===== src/rtl/core/hvd_pkg.sv =====
// shared types, constants and the arctangent table for the haversine distance block
// no dependencies
package hvd_pkg;

    localparam int ANG_W        = 34;
    localparam int CORDIC_STEPS = 30;
    localparam int STAGE_STEPS  = 2;
    localparam int ROT_STAGES   = (CORDIC_STEPS + STAGE_STEPS - 1) / STAGE_STEPS;
    localparam int SQRT_BITS    = 31;
    localparam int SQRT_STAGES  = (SQRT_BITS + STAGE_STEPS - 1) / STAGE_STEPS;

    localparam logic signed [ANG_W-1:0] ONE_ANG  = ANG_W'(1073741824);
    localparam logic signed [ANG_W-1:0] GAIN_INV = ANG_W'(32'h26DD3B6A);

    localparam logic [63:0] RAD_MUL64 =
        (64'h6487ED5110B4611A + 64'd900000000) / 64'd1800000000;
    localparam logic [31:0] RAD_MUL = RAD_MUL64[31:0];

    typedef struct packed {
        logic signed [ANG_W-1:0] dlat;
        logic signed [ANG_W-1:0] dlon;
        logic signed [ANG_W-1:0] lat_a;
        logic signed [ANG_W-1:0] lat_b;
    } hvd_ang_t;

    function automatic logic signed [ANG_W-1:0] atan_q30(input int unsigned idx);
        logic signed [ANG_W-1:0] r;
        case (idx)
            0:       r = ANG_W'(843314857);
            1:       r = ANG_W'(497837829);
            2:       r = ANG_W'(263043837);
            3:       r = ANG_W'(133525159);
            4:       r = ANG_W'(67021687);
            5:       r = ANG_W'(33543516);
            6:       r = ANG_W'(16775851);
            7:       r = ANG_W'(8388437);
            8:       r = ANG_W'(4194283);
            9:       r = ANG_W'(2097149);
            10:      r = ANG_W'(1048576);
            11:      r = ANG_W'(524288);
            12:      r = ANG_W'(262144);
            13:      r = ANG_W'(131072);
            14:      r = ANG_W'(65536);
            15:      r = ANG_W'(32768);
            16:      r = ANG_W'(16384);
            17:      r = ANG_W'(8192);
            18:      r = ANG_W'(4096);
            19:      r = ANG_W'(2048);
            20:      r = ANG_W'(1024);
            21:      r = ANG_W'(512);
            22:      r = ANG_W'(256);
            23:      r = ANG_W'(128);
            24:      r = ANG_W'(64);
            25:      r = ANG_W'(32);
            26:      r = ANG_W'(16);
            27:      r = ANG_W'(8);
            28:      r = ANG_W'(4);
            29:      r = ANG_W'(2);
            default: r = '0;
        endcase
        return r;
    endfunction

endpackage


===== src/rtl/core/hvd_sqrt.sv =====
// pipelined digit-by-digit floor square root of a q1.30 value scaled by 2^30
// uses hvd_pkg
module hvd_sqrt (
    input  logic                            clk,
    input  logic                            rst_n,
    input  logic                            en,
    input  logic                            vld_in,
    input  logic [hvd_pkg::SQRT_BITS-1:0]   val,
    output logic                            vld_out,
    output logic [hvd_pkg::SQRT_BITS-1:0]   root
);
    localparam int RB     = hvd_pkg::SQRT_BITS;
    localparam int REM_W  = 2 * RB;
    localparam int STAGES = hvd_pkg::SQRT_STAGES;
    localparam int SPS    = hvd_pkg::STAGE_STEPS;

    logic [STAGES-1:0] vld_reg;
    logic [REM_W-1:0]  rem_reg [STAGES];
    logic [RB-1:0]     root_reg [STAGES];

    always_ff @(posedge clk or negedge rst_n)
    begin
        if (!rst_n)
        begin
            vld_reg <= '0;
        end
        else if (en)
        begin
            vld_reg <= {vld_reg[STAGES-2:0], vld_in};
        end
    end

    for (genvar s = 0; s < STAGES; s++)
    begin : g_stage
        logic [REM_W-1:0] rem_src, rem_next, trial;
        logic [RB-1:0]    root_src, root_next;

        if (s == 0)
        begin : g_head
            assign rem_src  = {1'b0, val, {(RB-1){1'b0}}};
            assign root_src = '0;
        end
        else
        begin : g_body
            assign rem_src  = rem_reg[s-1];
            assign root_src = root_reg[s-1];
        end

        always_comb
        begin
            rem_next  = rem_src;
            root_next = root_src;
            trial     = '0;
            for (int j = 0; j < SPS; j++)
            begin
                if (s * SPS + j < RB)
                begin
                    trial = (REM_W'(root_next) << (RB - s * SPS - j))
                          | (REM_W'(1) << (2 * (RB - 1 - s * SPS - j)));
                    if (rem_next >= trial)
                    begin
                        rem_next  = rem_next - trial;
                        root_next = root_next | (RB'(1) << (RB - 1 - s * SPS - j));
                    end
                end
            end
        end

        always_ff @(posedge clk)
        begin
            if (en)
            begin
                rem_reg[s]  <= rem_next;
                root_reg[s] <= root_next;
            end
        end
    end

    assign vld_out = vld_reg[STAGES-1];
    assign root    = root_reg[STAGES-1];

endmodule


===== config.mk =====
export PLATFORM = sky130hd
export DESIGN_NAME = hvd_sqrt
export DESIGN_NICKNAME = d
export VERILOG_FILES = /design/src/rtl/core/hvd_pkg.sv /design/src/rtl/core/hvd_sqrt.sv
export SDC_FILE = /design/constraint.sdc
export NUM_CORES = 2
export LEC_CHECK = 0
export BUFFER_PORTS_ARGS = -buffer_cell sky130_fd_sc_hd__buf_2
export CAP_MARGIN = 40
export CORE_ASPECT_RATIO = 0.5
export CORE_UTILIZATION = 50
export DETAILED_ROUTE_END_ITERATION = 10
export GPL_ROUTABILITY_DRIVEN = 1
export PLACE_DENSITY = 0.67
export SLEW_MARGIN = 30
export SYNTH_ARGS = -nofsm -noshare
export SYNTH_HDL_FRONTEND = slang
export SYNTH_SLANG_ARGS = --single-unit

===== constraint.sdc =====
create_clock -name clk -period 9.6 [get_ports clk]
set_clock_uncertainty 0.15 [all_clocks]
set_input_delay 0.48 -clock clk [delete_from_list [all_inputs] [get_ports clk]]
set_output_delay 0.48 -clock clk [all_outputs]
set_load 0.03 [all_outputs]

# Yosys cells after proc, flatten, opt, wreduce, memory -nomap -nowiden
# Memories as Yosys holds them, arrays and structs flattened.
# Index checks and enable logic that the tools add are counted.
[totals] register_bits=16 ram_bits=1488 word_cells=129 n_memories=2
[classes] add_sub_neg=31 magnitude_cmp=31 muxes=64
[memory_table] name="rem_reg" words=16 width=62 rd=15 rd_clocked_by_memory_dff=0 wr=16 line="hvd_sqrt.sv:18" rtl="logic [REM_W-1:0] rem_reg [STAGES];"
[memory_table] name="root_reg" words=16 width=31 rd=16 rd_clocked_by_memory_dff=0 wr=16 line="hvd_sqrt.sv:19" rtl="logic [RB-1:0] root_reg [STAGES];"
[ops] cell="2-to-1 mux 62 bit" n=31
[ops] cell="greater-or-equal comparator 62 x 32 -> 1 bit" n=1
[ops] cell="greater-or-equal comparator 62 x 33 -> 1 bit" n=1
[ops] cell="greater-or-equal comparator 62 x 34 -> 1 bit" n=1
[ops] cell="greater-or-equal comparator 62 x 35 -> 1 bit" n=1
[ops] cell="greater-or-equal comparator 62 x 36 -> 1 bit" n=1
[ops] cell="greater-or-equal comparator 62 x 37 -> 1 bit" n=1
[ops] cell="greater-or-equal comparator 62 x 38 -> 1 bit" n=1
[ops] cell="greater-or-equal comparator 62 x 39 -> 1 bit" n=1
[ops] cell="greater-or-equal comparator 62 x 40 -> 1 bit" n=1
[ops] cell="greater-or-equal comparator 62 x 41 -> 1 bit" n=1
[ops] cell="greater-or-equal comparator 62 x 42 -> 1 bit" n=1
[ops] cell="greater-or-equal comparator 62 x 43 -> 1 bit" n=1
[ops] cell="greater-or-equal comparator 62 x 44 -> 1 bit" n=1
[ops] cell="greater-or-equal comparator 62 x 45 -> 1 bit" n=1
[ops] cell="greater-or-equal comparator 62 x 46 -> 1 bit" n=1
[ops] cell="greater-or-equal comparator 62 x 47 -> 1 bit" n=1
[ops] cell="greater-or-equal comparator 62 x 48 -> 1 bit" n=1
[ops] cell="greater-or-equal comparator 62 x 49 -> 1 bit" n=1
[ops] cell="greater-or-equal comparator 62 x 50 -> 1 bit" n=1
[ops] cell="greater-or-equal comparator 62 x 51 -> 1 bit" n=1
[ops] cell="greater-or-equal comparator 62 x 52 -> 1 bit" n=1
[ops] cell="greater-or-equal comparator 62 x 53 -> 1 bit" n=1
[ops] cell="greater-or-equal comparator 62 x 54 -> 1 bit" n=1
[ops] cell="70 further kinds" n=72

# Longest topological paths before layout
# An unclocked memory read counts as a cell.
[logic_depth] word_depth=5 mapped_depth=32 ltp_nobuf=29

# Worst setup path after synthesis
# Ideal clock, no wire load.
[synth_path] kind="reg-to-reg" start="memory rem_reg[1][84] (netlist bit)" end="memory rem_reg[1][177] (netlist bit), data pin" setup_ns=0.264 arrival_time_ns=6.481 setup_slack_ns=2.705 stages_incl_launch_ff=29 n_path_buf=2 synth_period_minus_slack_ns=6.895 path_cell_list="edfxtp_1 -> ha_1 -> fa_1 -> a21o_1 -> a21oi_1 -> nand2b_1 -> a311oi_1 -> a211oi_1 -> nor3_1 -> and2b_1 -> inv_1 -> clkbuf_1 -> clkbuf_1 -> nand2_1 -> nand2_1 -> ha_1 -> a21oi_1 -> o21bai_1 -> a2111oi_0 -> o21ai_0 -> a31oi_1 -> o31a_1 -> nor2_1 -> a211oi_1 -> and3_1 -> nand4_1 -> or4_1 -> nor3b_1 -> xnor2_1"
[synth_rtl] item="start, declared" line="hvd_sqrt.sv:18"

==> metrics.md <==
| Metric | Value |
|---|---|
| Resize count post-CTS | `0` |
| Buf+Inv Stages, Crit Path | `8` |
| Clock slew at reported path FFs | `60 ps` |
| Main synth FF type | `edfxtp_1` |
| Fin Hold WS | `50.8 ps` |
| Core area | `0.126 mm²` |
| First-pass iteration count of the detailed router | `8` |
| Final cell count without fillers | `8566` |
| Initial antenna violation count | `0` |
| Antenna-violating nets left | `0` |
| Fin nets | `7337` |
| CTS Sinks | `872` |
| Async set-reset flop share out of synthesis | `0.0183` |
| Seq/Total Area, Yosys | `0.409` |
| I/O pin count | `67` |
| Worst slew margin | `0.364` |
| Share of post-route cells with drive strength above 1 | `0.0652` |
| PortBufs | `66` |
| Syn Inst Count | `6709` |
| Final Cycle Share | `0.858` |
| Largest net degree at the start of global routing | `189` |
| Status | `complete, no violations` |
| Via Count | `50.2k` |
| Tightest Hold Check Type | `primary input to async pin` |
| Final Wtd Congestion | `0.981` |
| Ant diodes | `0` |
| TritonCTS clock tree | `done` |
| Leakage | `27.0 nW` |
| CP delay by family, top | `compound AO/OA/AOI/OAI gates` |
| Multi-input logic area | `0.0355 mm²` |
| VDD IR-drop max | `0.157 mV` |
| Avg Inst Size Synth | `9.51 µm²` |
| # setup viols final | `0` |
| Synth top area cells | `edfxtp_1, ha_1, xnor2_1` |
| Top-count cell post-synth | `edfxtp_1` |
| Layout Area Growth over Synthesis | `8.99%` |
| Post-DR wirelength/cell | `18.3 µm` |
| Required time worst endpoint | `9870 ps` |
| CP max FO | `36` |
| Max-slew violation count | `0` |
| CTS buffer count | `89` |
| H-tree levels | `3` |
| Die Ht | `255 µm` |
| Count of cell types in the netlist | `105` |
| Max Fclk | `121 MHz` |
| Register area | `0.0261 mm²` |
| Most instantiated cells after synthesis | `edfxtp_1, nor2_1, nand2_1, a21oi_1, ha_1` |
| Row count | `92` |
| Clock Latency Late Sink | `720 ps` |
| Overall Power | `0.0178 W` |
| Horiz. Die Dim | `507 µm` |
| Max FFs per register | `585` |
| Mapped Nets | `7245` |
| Clock root buffer | `clkbuf_16` |
| Dpl hpwl | `121 mm` |
| Crit path top cell by count | `buf_4` |
| Global-route wire length before repair | `253 mm` |
| DRC errors left | `0` |
| Total gr overflow | `0` |
| Number of synthesized flops with an enable pin | `856` |
| Post-synth top area share | `0.403` |
| RSZ-0062 raised after global routing | `no` |
| Global Route Usage Sum | `0.240` |
| Worst Path Arrival | `8510 ps` |
| Max-Cap Viols | `0` |
| CP max-delay cell | `a2111oi_2` |
| Fill count | `10.9k` |
| Tightest Pin Transition | `954 ps` |
| Worst Setup End Kind | `register` |
| Min Clock Period, post-route | `8240 ps` |
| Seq cells post-synth | `872` |
| Vias in the first global route | `50.2k` |
| Synthesized cell area | `0.0638 mm²` |
| Area leader, netlist | `edfxtp_1` |
| Clk buf depth | `3` |
| Placed cell count | `8359` |
| Slowest stage delay, CP | `730 ps` |
| Critical path class | `register to register` |
| Initial core utilization | `0.505` |
| Final Hold Viols | `0` |
| Synth Warn # | `0` |
| Post-Route Setup TNS | `0 ps` |
| Vias/cell | `5.86` |
| Final core utilization | `0.551` |
| Die area | `0.129 mm²` |
| 1st-iter DRT viols | `3296` |
| CP Launch Type | `register` |
| P per Cell Area | `255 mW/mm²` |
| Detailed Route WL | `157 mm` |
worst paths after layout:
path / depth (start not counted) / to / slack, ps / from
hold reg to reg: 0 / root_reg[14][14] / 300 / root_reg[13][14]
max in group asynchronous: 2 / vld_reg[10] / 8990 / rst_n
min in group clk: 1 / rem_reg[0][304] / 120 / en
setup / recovery: 31 / rem_reg[1][341] / 1360 / root_reg[12][5]
hold / removal: 2 / vld_reg[1] / 50 / rst_n
setup reg to reg: 31 / rem_reg[1][341] / 1360 / root_reg[12][5]
worst register-to-register path: cells and delay by family (launching register included):
family	cells	cell delay [ps]
AND/OR/NAND/NOR	6	1230
multiplexers	1	380
flip-flops	1	490
buffers and inverters	8	1400
adder cells (fa/ha/maj)	3	880
AO/OA/AOI/OAI	13	3420
through the flow:
| step | setup slack, ps | instance area (µm²) |
|---|---|---|
| final | 1360 | 69500 |
| after global routing | 871 | 69500 |
| after CTS | 1380 | 69400 |
| after detailed placement | 1430 | 66100 |
| after global placement | 1480 | 66100 |
| after floorplan | 2710 | 63800 |
kinds of logic after synthesis:
logic type / after synthesis / synth area share
mux: 129 / 0.0224
fa+ha+maj: 501 / 0.0991
flops: 872 / 0.409
compound gates: 1534 / 0.153
buf+inv: 590 / 0.0356
xor+xnor: 650 / 0.0892
simple gates: 2433 / 0.191
layer usage:
layer / global-route usage / vias up / wire length, µm
met4: 0.103 / 0 / 6450
met3: 0.0290 / 391 / 5390
met2: 0.454 / 1161 / 79400
met1: 0.271 / 23700 / 65400
met5: 0 / - / 0
li1: - / 24900 / -
layout make-up:
cell class / count / share of cell area
Inverter: 428 / 0.0231
Clock inverter: 58 / 0.00894
Sequential cell: 872 / 0.375
Tap cell: 1692 / 0.0304
Clock buffer: 106 / 0.0334
Multi-Input combinational cell: 5247 / 0.510
Timing Repair Buffer: 163 / 0.0185
what timing repair did:
| action | CTS | global route |
|---|---|---|
| hold buffers | 34 | 0 |
| setup endpoints to repair | 0 | 0 |
| hold endpoints to repair | 49 | 0 |
| setup buffers | 0 | 0 |
report_power, final:
| part | leakage (nW) | internal (W) | total, W | switching (W) |
|---|---|---|---|---|
| clock | 1.42 | 0.00197 | 0.00354 | 0.00157 |
| combinational | 17.4 | 0.00350 | 0.00827 | 0.00477 |
| sequential | 8.20 | 0.00532 | 0.00594 | 0.000618 |
layout by cell type (no fill, tap or decap), types with 71 or more instances in the layout:
master and n:
a21o_1 152, a21oi_1 500, clkbuf_16 90, edfxtp_1 856
ha_1 494, inv_1 419, mux2_2 75, nand2_1 569
nand2b_1 73, nand3_1 175, nand4_1 102, nor2_1 639
nor2b_1 93, nor3_1 190, nor4_1 124, o21a_1 96
o21ai_0 280, o31ai_1 71, or3_1 84, xnor2_1 402
xor2_1 248
Note: power is estimated with default switching activity, not from simulation.
